`src/hdl/mma_pkg.sv`:
```
// Shared constants for the multichannel moving average block.
// No dependencies; imported by the top level.
`default_nettype none
package mma_pkg;
  localparam int CHANNELS        = 4;
  localparam int FRAC_BITS       = 8;
  localparam int WINDOW_BITS     = 7;
  localparam int WINDOW_MAX_CODE = 127;
  localparam int TIME_BITS       = 32;
  localparam int SEQ_BITS        = 32;
  localparam int DEF_MAX_WINDOW  = 64;
  localparam int DEF_SAMPLE_BITS = 16;
  localparam logic [WINDOW_BITS-1:0] WINDOW_RESET = 7'd8;
endpackage
`default_nettype wire

```
`src/hdl/mma_ram.sv`:
```
// Generic single-write, single-read synchronous RAM with registered read data.
// No dependencies.
`default_nettype none
module mma_ram #(
  parameter int WIDTH = 64,
  parameter int DEPTH = 64
) (
  input  wire logic                     clk,
  input  wire logic                     we,
  input  wire logic [$clog2(DEPTH)-1:0] waddr,
  input  wire logic [WIDTH-1:0]         wdata,
  input  wire logic                     re,
  input  wire logic [$clog2(DEPTH)-1:0] raddr,
  output logic      [WIDTH-1:0]         rdata
);
  logic [WIDTH-1:0] mem [DEPTH];

  always_ff @(posedge clk) begin
    if (we) begin
      mem[waddr] <= wdata;
    end
    if (re) begin
      rdata <= mem[raddr];
    end
  end
endmodule
`default_nettype wire

```
`src/hdl/mma_div.sv`:
```
// Multi-lane restoring divider, one quotient bit per lane per cycle, shared divisor.
// No dependencies; used by the top level.
`default_nettype none
module mma_div #(
  parameter int LANES = 4,
  parameter int DVD_W = 30,
  parameter int DVS_W = 7
) (
  input  wire logic                        clk,
  input  wire logic                        rst_n,
  input  wire logic                        start,
  input  wire logic [LANES-1:0][DVD_W-1:0] dividend,
  input  wire logic [DVS_W-1:0]            divisor,
  output logic                             done,
  output logic      [LANES-1:0][DVD_W-1:0] quotient
);
  localparam int CNT_W = $clog2(DVD_W + 1);

  logic [CNT_W-1:0]                  cnt_r, cnt_nxt;
  logic                              done_r, done_nxt;
  logic [DVS_W-1:0]                  dvs_r, dvs_nxt;
  logic [LANES-1:0][DVD_W-1:0]       quo_r, quo_nxt;
  logic [LANES-1:0][DVS_W-1:0]       rem_r, rem_nxt;
  logic [LANES-1:0][DVS_W:0]         shf;
  logic [LANES-1:0][DVS_W:0]         dif;

  always_comb begin
    cnt_nxt  = cnt_r;
    done_nxt = 1'b0;
    dvs_nxt  = dvs_r;
    quo_nxt  = quo_r;
    rem_nxt  = rem_r;
    for (int l = 0; l < LANES; l++) begin
      shf[l] = {rem_r[l], quo_r[l][DVD_W-1]};
      dif[l] = shf[l] - {1'b0, dvs_r};
    end
    if (start) begin
      cnt_nxt = CNT_W'(DVD_W);
      dvs_nxt = divisor;
      quo_nxt = dividend;
      rem_nxt = '0;
    end else if (cnt_r != '0) begin
      cnt_nxt = cnt_r - 1'b1;
      done_nxt = (cnt_r == CNT_W'(1));
      for (int l = 0; l < LANES; l++) begin
        if (shf[l] >= {1'b0, dvs_r}) begin
          rem_nxt[l] = dif[l][DVS_W-1:0];
          quo_nxt[l] = {quo_r[l][DVD_W-2:0], 1'b1};
        end else begin
          rem_nxt[l] = shf[l][DVS_W-1:0];
          quo_nxt[l] = {quo_r[l][DVD_W-2:0], 1'b0};
        end
      end
    end
  end

  always_ff @(posedge clk) begin
    if (!rst_n) begin
      cnt_r  <= '0;
      done_r <= 1'b0;
    end else begin
      cnt_r  <= cnt_nxt;
      done_r <= done_nxt;
    end
    dvs_r <= dvs_nxt;
    quo_r <= quo_nxt;
    rem_r <= rem_nxt;
  end

  assign done     = done_r;
  assign quotient = quo_r;
endmodule
`default_nettype wire

```
`src/hdl/multichannel_moving_average.sv`:
```
// Multichannel boxcar moving average: sample ring in RAM, serial window sum, serial divide.
// Each word is written to the ring, summed with the older entries of the window (n = window
// used), then divided; a new word is taken only in idle, after the last result has gone to the
// output register, paced by the ring read (one entry per cycle) and the bit-serial divider (SUM_W + 8 steps).
// Reset (rst_n, synchronous): window 8, counters cleared, sums rebuilt per word; ring undefined.
// Depends on mma_pkg, mma_ram, mma_div. A finished result waits in the output register.
`default_nettype none
module multichannel_moving_average
  import mma_pkg::*;
#(
  parameter int MAX_WINDOW  = DEF_MAX_WINDOW,
  parameter int SAMPLE_BITS = DEF_SAMPLE_BITS
) (
  input  wire logic                                    clk,
  input  wire logic                                    rst_n,
  input  wire logic                                    in_valid,
  output logic                                         in_stall,
  input  wire logic signed [SAMPLE_BITS-1:0]           in_reading_a,
  input  wire logic signed [SAMPLE_BITS-1:0]           in_reading_b,
  input  wire logic signed [SAMPLE_BITS-1:0]           in_reading_c,
  input  wire logic signed [SAMPLE_BITS-1:0]           in_reading_d,
  input  wire logic        [TIME_BITS-1:0]             in_sample_time,
  output logic                                         out_valid,
  input  wire logic                                    out_stall,
  output logic signed [SAMPLE_BITS+FRAC_BITS-1:0]      out_mean_a,
  output logic signed [SAMPLE_BITS+FRAC_BITS-1:0]      out_mean_b,
  output logic signed [SAMPLE_BITS+FRAC_BITS-1:0]      out_mean_c,
  output logic signed [SAMPLE_BITS+FRAC_BITS-1:0]      out_mean_d,
  output logic        [SEQ_BITS-1:0]                   out_sequence_number,
  output logic        [TIME_BITS-1:0]                  out_result_time,
  input  wire logic                                    cfg_valid,
  output logic                                         cfg_ready,
  input  wire logic        [WINDOW_BITS-1:0]           cfg_window_length
);
  localparam int MAX_N  = (MAX_WINDOW < WINDOW_MAX_CODE) ? MAX_WINDOW : WINDOW_MAX_CODE;
  localparam int NW     = $clog2(MAX_N + 1);
  localparam int FW     = $clog2(MAX_WINDOW + 1);
  localparam int AW     = $clog2(MAX_WINDOW);
  localparam int SUM_W  = SAMPLE_BITS + $clog2(MAX_N);
  localparam int DVD_W  = SUM_W + FRAC_BITS;
  localparam int MEAN_W = SAMPLE_BITS + FRAC_BITS;
  localparam int RING_W = CHANNELS * SAMPLE_BITS;

  typedef enum logic [2:0] {S_IDLE, S_LOAD, S_ACC, S_DIV, S_OUT} state_t;

  state_t                               state_r, state_nxt;
  logic [WINDOW_BITS-1:0]               wl_r, wl_nxt;
  logic [AW-1:0]                        ws_r, ws_nxt;
  logic [FW-1:0]                        fill_r, fill_nxt;
  logic [SEQ_BITS-1:0]                  msg_r, msg_nxt;
  logic [RING_W-1:0]                    samp_r, samp_nxt;
  logic [TIME_BITS-1:0]                 time_r, time_nxt;
  logic [AW-1:0]                        slot_r, slot_nxt;
  logic [AW-1:0]                        rd_idx_r, rd_idx_nxt;
  logic [NW-1:0]                        n_r, n_nxt;
  logic [NW-1:0]                        iss_r, iss_nxt;
  logic                                 rvld_r, rvld_nxt;
  logic signed [SUM_W-1:0]              sums_r [CHANNELS];
  logic signed [SUM_W-1:0]              sums_nxt [CHANNELS];
  logic [CHANNELS-1:0]                  neg_r, neg_nxt;
  logic                                 out_valid_r, out_valid_nxt;
  logic [CHANNELS-1:0][MEAN_W-1:0]      mean_r, mean_nxt;
  logic [SEQ_BITS-1:0]                  seq_r, seq_nxt;
  logic [TIME_BITS-1:0]                 otime_r, otime_nxt;

  logic                                 ram_we, ram_re;
  logic [RING_W-1:0]                    ram_rdata;
  logic                                 div_start, div_done;
  logic [CHANNELS-1:0][DVD_W-1:0]       div_dvd, div_quo;
  logic [WINDOW_BITS-1:0]               wl_eff;
  logic [NW-1:0]                        eff, n_calc;
  logic [SUM_W-1:0]                     mag [CHANNELS];
  logic [DVD_W-1:0]                     sgn_quo [CHANNELS];

  function automatic logic [AW-1:0] prev_slot(input logic [AW-1:0] idx);
    prev_slot = (idx == '0) ? AW'(MAX_WINDOW - 1) : idx - 1'b1;
  endfunction

  mma_ram #(
    .WIDTH (RING_W),
    .DEPTH (MAX_WINDOW)
  ) u_ring (
    .clk   (clk),
    .we    (ram_we),
    .waddr (slot_r),
    .wdata (samp_r),
    .re    (ram_re),
    .raddr (rd_idx_r),
    .rdata (ram_rdata)
  );

  mma_div #(
    .LANES (CHANNELS),
    .DVD_W (DVD_W),
    .DVS_W (NW)
  ) u_div (
    .clk      (clk),
    .rst_n    (rst_n),
    .start    (div_start),
    .dividend (div_dvd),
    .divisor  (n_r),
    .done     (div_done),
    .quotient (div_quo)
  );

  assign in_stall  = (state_r != S_IDLE);
  assign cfg_ready = 1'b1;

  always_comb begin
    wl_eff = (wl_r == '0) ? WINDOW_BITS'(1) : wl_r;
    eff    = (wl_eff > MAX_N) ? NW'(MAX_N) : NW'(wl_eff);
    n_calc = (fill_r < eff) ? NW'(fill_r) : eff;
    for (int c = 0; c < CHANNELS; c++) begin
      mag[c]     = sums_r[c][SUM_W-1] ? SUM_W'(-sums_r[c]) : SUM_W'(sums_r[c]);
      div_dvd[c] = {mag[c], {FRAC_BITS{1'b0}}};
      sgn_quo[c] = neg_r[c] ? -div_quo[c] : div_quo[c];
    end
  end

  always_comb begin
    state_nxt     = state_r;
    wl_nxt        = wl_r;
    ws_nxt        = ws_r;
    fill_nxt      = fill_r;
    msg_nxt       = msg_r;
    samp_nxt      = samp_r;
    time_nxt      = time_r;
    slot_nxt      = slot_r;
    rd_idx_nxt    = rd_idx_r;
    n_nxt         = n_r;
    iss_nxt       = iss_r;
    rvld_nxt      = 1'b0;
    sums_nxt      = sums_r;
    neg_nxt       = neg_r;
    out_valid_nxt = out_valid_r;
    mean_nxt      = mean_r;
    seq_nxt       = seq_r;
    otime_nxt     = otime_r;
    ram_we        = 1'b0;
    ram_re        = 1'b0;
    div_start     = 1'b0;

    if (cfg_valid && cfg_ready) begin
      wl_nxt = cfg_window_length;
    end
    if (out_valid_r && !out_stall) begin
      out_valid_nxt = 1'b0;
    end

    case (state_r)
      S_IDLE: begin
        if (in_valid && !in_stall) begin
          samp_nxt  = {in_reading_d, in_reading_c, in_reading_b, in_reading_a};
          time_nxt  = in_sample_time;
          slot_nxt  = ws_r;
          ws_nxt    = (ws_r == AW'(MAX_WINDOW - 1)) ? '0 : ws_r + 1'b1;
          if (fill_r < FW'(MAX_WINDOW)) begin
            fill_nxt = fill_r + 1'b1;
          end
          state_nxt = S_LOAD;
        end
      end
      S_LOAD: begin
        ram_we     = 1'b1;
        n_nxt      = n_calc;
        iss_nxt    = n_calc - 1'b1;
        rd_idx_nxt = prev_slot(slot_r);
        for (int c = 0; c < CHANNELS; c++) begin
          sums_nxt[c] = SUM_W'($signed(samp_r[c*SAMPLE_BITS +: SAMPLE_BITS]));
        end
        state_nxt  = S_ACC;
      end
      S_ACC: begin
        if (iss_r != '0) begin
          ram_re     = 1'b1;
          rd_idx_nxt = prev_slot(rd_idx_r);
          iss_nxt    = iss_r - 1'b1;
          rvld_nxt   = 1'b1;
        end
        if (rvld_r) begin
          for (int c = 0; c < CHANNELS; c++) begin
            sums_nxt[c] = sums_r[c]
                        + SUM_W'($signed(ram_rdata[c*SAMPLE_BITS +: SAMPLE_BITS]));
          end
        end
        if (iss_r == '0 && !rvld_r) begin
          div_start = 1'b1;
          for (int c = 0; c < CHANNELS; c++) begin
            neg_nxt[c] = sums_r[c][SUM_W-1];
          end
          state_nxt = S_DIV;
        end
      end
      S_DIV: begin
        if (div_done) begin
          state_nxt = S_OUT;
        end
      end
      S_OUT: begin
        if (!out_valid_r || !out_stall) begin
          for (int c = 0; c < CHANNELS; c++) begin
            mean_nxt[c] = sgn_quo[c][MEAN_W-1:0];
          end
          seq_nxt       = msg_r;
          otime_nxt     = time_r;
          msg_nxt       = msg_r + 1'b1;
          out_valid_nxt = 1'b1;
          state_nxt     = S_IDLE;
        end
      end
      default: begin
        state_nxt = S_IDLE;
      end
    endcase
  end

  always_ff @(posedge clk) begin
    if (!rst_n) begin
      state_r     <= S_IDLE;
      wl_r        <= WINDOW_RESET;
      ws_r        <= '0;
      fill_r      <= '0;
      msg_r       <= '0;
      rvld_r      <= 1'b0;
      out_valid_r <= 1'b0;
    end else begin
      state_r     <= state_nxt;
      wl_r        <= wl_nxt;
      ws_r        <= ws_nxt;
      fill_r      <= fill_nxt;
      msg_r       <= msg_nxt;
      rvld_r      <= rvld_nxt;
      out_valid_r <= out_valid_nxt;
    end
    samp_r   <= samp_nxt;
    time_r   <= time_nxt;
    slot_r   <= slot_nxt;
    rd_idx_r <= rd_idx_nxt;
    n_r      <= n_nxt;
    iss_r    <= iss_nxt;
    sums_r   <= sums_nxt;
    neg_r    <= neg_nxt;
    mean_r   <= mean_nxt;
    seq_r    <= seq_nxt;
    otime_r  <= otime_nxt;
  end

  assign out_valid           = out_valid_r;
  assign out_mean_a          = mean_r[0];
  assign out_mean_b          = mean_r[1];
  assign out_mean_c          = mean_r[2];
  assign out_mean_d          = mean_r[3];
  assign out_sequence_number = seq_r;
  assign out_result_time     = otime_r;

`ifndef ASSERT_OFF
  ap_accept_load: assert property (@(posedge clk) disable iff (!rst_n)
    (in_valid && !in_stall) |=> (state_r == S_LOAD))
    else $error("accepted word did not enter ring write");

  ap_fill_bound: assert property (@(posedge clk) disable iff (!rst_n)
    fill_r <= FW'(MAX_WINDOW))
    else $error("fill count beyond ring depth");

  ap_window_valid: assert property (@(posedge clk) disable iff (!rst_n)
    (state_r == S_ACC || state_r == S_DIV) |-> (n_r != '0 && n_r <= fill_r))
    else $error("window length zero or beyond stored samples");

  ap_div_done: assert property (@(posedge clk) disable iff (!rst_n)
    div_done |-> (state_r == S_DIV))
    else $error("divider finished outside divide state");

  ap_out_hold: assert property (@(posedge clk) disable iff (!rst_n)
    (state_r == S_OUT && out_valid_r && out_stall) |=> (state_r == S_OUT))
    else $error("result dropped while output register full");
`endif
endmodule
`default_nettype wire
```
`config.mk`:
```
export PLATFORM = sky130hd
export DESIGN_NAME = multichannel_moving_average
export DESIGN_NICKNAME = d
export VERILOG_FILES = /design/src/hdl/mma_pkg.sv /design/src/hdl/mma_ram.sv /design/src/hdl/mma_div.sv /design/src/hdl/multichannel_moving_average.sv
export SDC_FILE = /design/constraint.sdc
export NUM_CORES = 2
export LEC_CHECK = 0
export BUFFER_PORTS_ARGS = -buffer_cell sky130_fd_sc_hd__buf_4
export CAP_MARGIN = 10
export CORE_MARGIN = 5
export CORE_UTILIZATION = 30
export CTS_CLUSTER_SIZE = 20
export DETAILED_ROUTE_END_ITERATION = 12
export SKIP_LAST_GASP = 1
export SYNTH_ARGS = -nofsm -noshare
export SYNTH_HDL_FRONTEND = slang
export SYNTH_HIERARCHICAL = 1
export SYNTH_SLANG_ARGS = --single-unit
```
`constraint.sdc`:
```
create_clock -name clk -period 41.7 [get_ports clk]
set_clock_uncertainty 0.1 [all_clocks]
set_input_delay 8.34 -clock clk [delete_from_list [all_inputs] [get_ports clk]]
set_output_delay 8.34 -clock clk [all_outputs]
set_load 0.02 [all_outputs]
```
Yosys cells after proc, flatten, opt, wreduce, memory -nomap -nowiden:

Memory sizes are Yosys's and may differ from the RTL's. A register that Yosys moved wholly into a read port is not among the register bits.
Index checks and enable logic that the tools add are counted.

* register bits after elaboration: 592
* RAM bits: 4096
* bits of input ports: 108
* output and inout port bits: 163
* memories: 1

* $add $sub $neg: 24
* magnitude comparators: 7
* equality and inequality tests: 12
* mux-type cells: 47
* bitwise logic cells: 2
* reductions and logical operators: 27

Memories
* u_ring.mem: words 64, bits a word 64, read ports 1, clocked after Yosys merged registers in 1, wr ports 1, RTL line mma_ram.sv:16 `logic [WIDTH-1:0] mem [DEPTH];`

Operator list (number)
* 120-bit two-way mux: 2
* 88-bit case mux with 2 select lines: 1
* 24-bit two-way mux: 4
* 24-bit negation: 4
* 22-bit by 16-bit adder with 22-bit output: 4
* 22-bit two-way mux: 4
* 88-bit two-way mux: 1
* 22-bit negation: 4
* 7-bit two-way mux: 8
* 32-bit by 1-bit adder with 32-bit output, second input constant: 1
* 8-bit by 7-bit >= comparator with 1-bit output: 4
* 7-bit subtractor: 4
* 6-bit two-way mux: 4
* 3-bit case mux with 5 select lines: 1
* 7-bit zero test: 2
* 1-bit two-way mux: 14
* 7-bit case mux with 2 select lines: 1
* 7-bit by 1-bit subtractor with 7-bit output, second input constant: 2
* 6-bit zero test: 2
* 3-bit two-way mux: 4
* 6-bit case mux with 2 select lines: 1
* 6-bit by 1-bit subtractor with 6-bit output, second input constant: 2
* 5-bit two-way mux: 2
* 2-bit != test, second input constant: 5
* other kinds (26): 38

Depth between registers and ports, before layout:

* depth after elaboration: 8
* gate-level depth with buffers: 13
* gate-level depth less buffers: 12

By module:

The synthesis kept the hierarchy.

Modules (own cells, without submodules)
* mma_ram: instances 1, cells an instance 6598, area an instance 156989.3 sq um, seq. area each 124919.8 sq um
* multichannel_moving_average: instances 1, cells an instance 1974, area an instance 22521.6 sq um, seq. area each 12371.9 sq um
* mma_div: instances 1, cells an instance 616, area an instance 8167.8 sq um, seq. area each 4494.3 sq um

Worst setup path after synthesis:

No wires, ideal clock.

* path type: input -> register
* start point: input out_stall
* end point: register msg_r[11]
* library setup time: 0.076 ns
* arrival: 18.620 ns
* slack: 22.905 ns
* stages on the path: 6
* buffers on the path: 1
* cells stage by stage: a21oi_1 -> nand4_1 -> or2_2 -> clkbuf_1 -> or3_1 -> a21boi_0

* cells in the longest elaborated chain, start to end: 3

Ends and longest elaborated chain
* start, declared: RTL line multichannel_moving_average.sv:24 `input wire logic out_stall,`
* 1-bit zero test: RTL line multichannel_moving_average.sv:200 `if (!out_valid_r || !out_stall) begin`
* 1-bit logical OR: RTL line multichannel_moving_average.sv:200
* 2-bit AND reduction (no line)
* end signal, assigned: RTL line multichannel_moving_average.sv:231 `msg_r <= msg_nxt;`
* end, declared: RTL line multichannel_moving_average.sv:50 `logic [SEQ_BITS-1:0] msg_r, msg_nxt;`

No other way between the ends.
A chain may end at the register's enable or synchronous reset.

Worst setup path in the final report:

* start point: register state_r[1]
* end point: output in_stall

* cells in the longest elaborated chain, start to end: 1

Ends and longest elaborated chain
* start, declared: RTL line multichannel_moving_average.sv:46 `state_t state_r, state_nxt;`
* start signal, assigned: RTL line multichannel_moving_average.sv:227 `state_r <= state_nxt;`
* 3-bit nonzero test: RTL line multichannel_moving_average.sv:106 `assign in_stall = (state_r != S_IDLE);`
* end, declared: RTL line multichannel_moving_average.sv:17 `output logic in_stall,`

No other way between the ends.

==> load_flow_metrics.sql <==
INSERT INTO impl_metrics (metric_group, metric, value, unit) VALUES
('detailed_routing', 'first_pass_iters', '6', ''),
('hold_path', 'min_path_type', 'flip-flop to flip-flop', ''),
('place', 'post-place-cells', '17700', ''),
('die', 'top_level_ports', '271', ''),
('sta', 'period_share', '0.252', ''),
('power', 'leakage', '67.8', 'nW'),
('clocking', 'postCtsSetupRepairBufs', '0', ''),
('detailed_routing', 'avgRoutedWirePerCell', '28.7', 'um'),
('clocking', 'cts.reportedPaths.clkPinSlew', '60', 'ps'),
('global_routing', 'grt_overflow_total', '0', ''),
('logic_synthesis', 'synth_edf_count', '4661', ''),
('sta', 'post-route-worst-setup-slack', '31190', 'ps'),
('worst_setup_path', 'worst-setup-path-type', 'flip-flop to primary output', ''),
('sta', 'setup_repair_after_global_routing_missed_its_margin', 'no', ''),
('layout', 'fraction_of_layout_instances_using_a_drive_strength_above_1', '0.249', ''),
('power', 'power_report.internal_total', '0.00838', 'W'),
('worst_setup_path', 'critPathMaxStageDelay', '440', 'ps'),
('global_routing', 'grt_antenna_before_repair', '17', ''),
('sta', 'maxClockFrequency', '0.0951', 'GHz'),
('sta', 'setup-violations-final', '0', ''),
('sta', 'worst_pin_slew', '1220', 'ps'),
('power', 'p_per_area', '51.4', 'nW/um^2'),
('flow_run', 'max_cap_viol_count', '0', ''),
('clocking', 'cts_buffers', '442', ''),
('layout', 'areaGrowthSynthToFinish', '15.3', '%'),
('clocking', 'postCtsHoldBufs', '0', ''),
('logic_synthesis', 'synth_largest_type_area_fraction', '0.746', ''),
('clocking', 'cts_max_path_buffers', '4', ''),
('layout', 'layout.cells.most_common', 'edfxtp_1', ''),
('logic_synthesis', 'yosysWarnings', '6', ''),
('sta', 'final.min_clock_period', '10510', 'ps'),
('power', 'vdd_drop_max', '0.0000461', 'V'),
('die', 'floorplan.die.height', '801', 'um'),
('hold_path', 'hold-path-cell-count', '0', ''),
('place', 'dpl_worst_slack', '30490', 'ps'),
('die', 'die_width', '801', 'um'),
('worst_setup_path', 'critical_path_slowest_stage_cell', 'or3_1', ''),
('power', 'power.combinational.fraction', '0.119', ''),
('power', 'netSwitchingPower', '0.00274', 'W'),
('sta', 'slew_viol_final', '0', ''),
('logic_synthesis', 'synthesis.instances', '9188', ''),
('worst_setup_path', 'ff2ff_path_depth', '9', ''),
('sta', 'timing.setup.tns', '0', 'ps'),
('worst_setup_path', 'cp-end-kind', 'primary output', ''),
('layout', 'final_net_count', '10000', ''),
('die', 'die_area', '642000', 'sq um'),
('power', 'sequentialPowerShare', '0.501', ''),
('detailed_routing', 'detail_route.drc_violations', '0', ''),
('worst_setup_path', 'timing.critical_path.cells', 'or3_1 > buf_4', ''),
('outcome', 'status', 'finished, final reports clean', ''),
('die', 'core_region_area', '624000', 'sq um'),
('clocking', 'htree_levels', '5', ''),
('place', 'gp_routability_congestion', '0.797', ''),
('layout', 'cell_count_final_fillers_out', '18500', ''),
('global_routing', 'global_route_wire_length_before_repair', '744000', 'um'),
('worst_setup_path', 'required_arrival_time_at_the_worst_endpoint', '33260', 'ps'),
('sta', 'worst_slew_margin_rel', '0.184', ''),
('logic_synthesis', 'synth.largest_area_cell', 'edfxtp_1', ''),
('clocking', 'cts_tree', 'done', ''),
('global_routing', 'grt_util_all_layers', '0.160', ''),
('layout', 'mostFrequentLayoutCells', '4661 x edfxtp_1, 1024 x mux4_2, 550 x buf_4', ''),
('worst_setup_path', 'critical_path.startpoint_type', 'flip-flop', ''),
('detailed_routing', 'wl', '531000', 'um'),
('layout', 'postLayoutCoreUtil', '0.347', ''),
('detailed_routing', 'drt-initial-drc-count', '12200', ''),
('clocking', 'post_cts_resized', '0', ''),
('logic_synthesis', 'dominantRegCellSynth', 'edfxtp_1', ''),
('detailed_routing', 'vias_cell', '5.24', ''),
('logic_synthesis', 'synth_area_leaders', 'edfxtp_1 75%, mux4_2 12%, xnor2_1 1.0%', ''),
('detailed_routing', 'detailroute.via_count', '96900', ''),
('logic_synthesis', 'synth_seq_area_share', '0.755', '');
-- path summary, 6_finish.rpt --
kind,from,to,slack [ps]
worst max-delay path,state_r[1]$_SDFFE_PN0P_,in_stall,31190
worst min-delay path,time_r[27]$_DFFE_PP_,out_result_time[27]$_DFFE_PP_,320
worst max register to register,rd_idx_r[1]$_DFFE_PP_,u_ring/rdata[4]$_DFFE_PP_,35840
worst min register to register,time_r[27]$_DFFE_PP_,out_result_time[27]$_DFFE_PP_,320
-- per-layer routing --
metal	part of all wire	vias up	track usage	wire [um]
li1	-	39400	-	-
met1	0.40	51800	0.216	212000
met2	0.48	4743	0.262	253000
met3	0.087	952	0.0269	46000
met4	0.039	2	0.0555	20600
met5	0.000024	-	0.00141	13
-- power by group through the flow --
stage	sequential (W)	clock, W	combinational [W]
2_1_floorplan	0.00568	0	0.000878
3_3_place_gp	0.00568	0	0.00132
3_5_place_dp	0.00568	0	0.00133
4_1_cts	0.00558	0.00430	0.00134
5_1_grt	0.00559	0.00450	0.00142
6_report	0.00558	0.00422	0.00133
-- per-stage QoR --
step                      instance area, sq um  total power, W  hold slack [ps]
after floorplan                         188000         0.00655              300
after global placement                  201000         0.00700              301
after detailed placement                201000         0.00702              306
after CTS                               216000          0.0112              319
after global routing                    216000          0.0115              322
final                                   216000          0.0111              319
-- layout make-up --
cell class / count / area [sq um]
well taps: 8322 / 10400
fillers: 57700 / 407000
repair buffers: 567 / 4470
inverters: 107 / 407
clock buffers: 518 / 11500
clock inverters: 311 / 3700
multi-input cells: 3915 / 44100
diodes: 17 / 42.5
flip-flops and latches: 4752 / 142000
-- logic make-up (layout without fill, tap and decap cells) --
| kind of cell | Yosys count | in the layout | share of synthesized area |
|---|---|---|---|
| other | 2 | 50 | 0.0000400 |
| buffers and inverters | 552 | 1503 | 0.0133 |
| AND/OR/NAND/NOR | 1101 | 1101 | 0.0295 |
| XOR/XNOR | 293 | 293 | 0.0137 |
| adder cells (fa/ha/maj) | 145 | 145 | 0.00999 |
| flip-flops | 4752 | 4752 | 0.755 |
| multiplexers | 1308 | 1308 | 0.139 |
| AO/OA/AOI/OAI | 1035 | 1035 | 0.0392 |
-- synth_stat cells, types with 30 or more instances --
| master | instances |
|---|---|
| xnor2_1 | 223 |
| a211oi_1 | 78 |
| mux2_2 | 118 |
| nor2b_1 | 57 |
| o31ai_1 | 55 |
| dfxtp_1 | 91 |
| o21ai_0 | 183 |
| a22o_1 | 88 |
| o22ai_1 | 89 |
| nand3_1 | 76 |
| and3_1 | 81 |
| ha_1 | 137 |
| a22oi_1 | 173 |
| clkbuf_1 | 194 |
| nand2_1 | 322 |
| a21oi_1 | 79 |
| and2_1 | 39 |
| o221ai_1 | 43 |
| nor3_1 | 41 |
| inv_1 | 106 |
| edfxtp_1 | 4661 |
| or2_2 | 35 |
| xor2_1 | 70 |
| a21o_1 | 31 |
| buf_4 | 35 |
| a31oi_1 | 30 |
| mux4_2 | 1024 |
| buf_2 | 181 |
| or3_1 | 69 |
| mux2i_1 | 166 |
| nand2b_1 | 39 |
| nor2_1 | 209 |
| nand4_1 | 52 |
-- worst max-delay path, delay by kind of cell, from the launching register on --
kind                   cells  cell delay, ps
flip-flops                 1             410
AND/OR/NAND/NOR            1             440
buffers and inverters      1             200
-- sequential cells by signal, summed over array words and instances (netlist names), 24 cells and up --
| register | count |
|---|---|
| out_result_time | 32 |
| sums_r | 88 |
| out_mean_c | 24 |
| out_mean_b | 24 |
| u_ring/rdata | 64 |
| out_sequence_number | 32 |
| out_mean_d | 24 |
| time_r | 32 |
| samp_r | 64 |
| u_ring/mem | 4096 |
| msg_r | 32 |
| out_mean_a | 24 |
| u_div/quotient | 120 |
| u_div/rem_r | 28 |
Note: power is estimated with default switching activity, not from simulation.
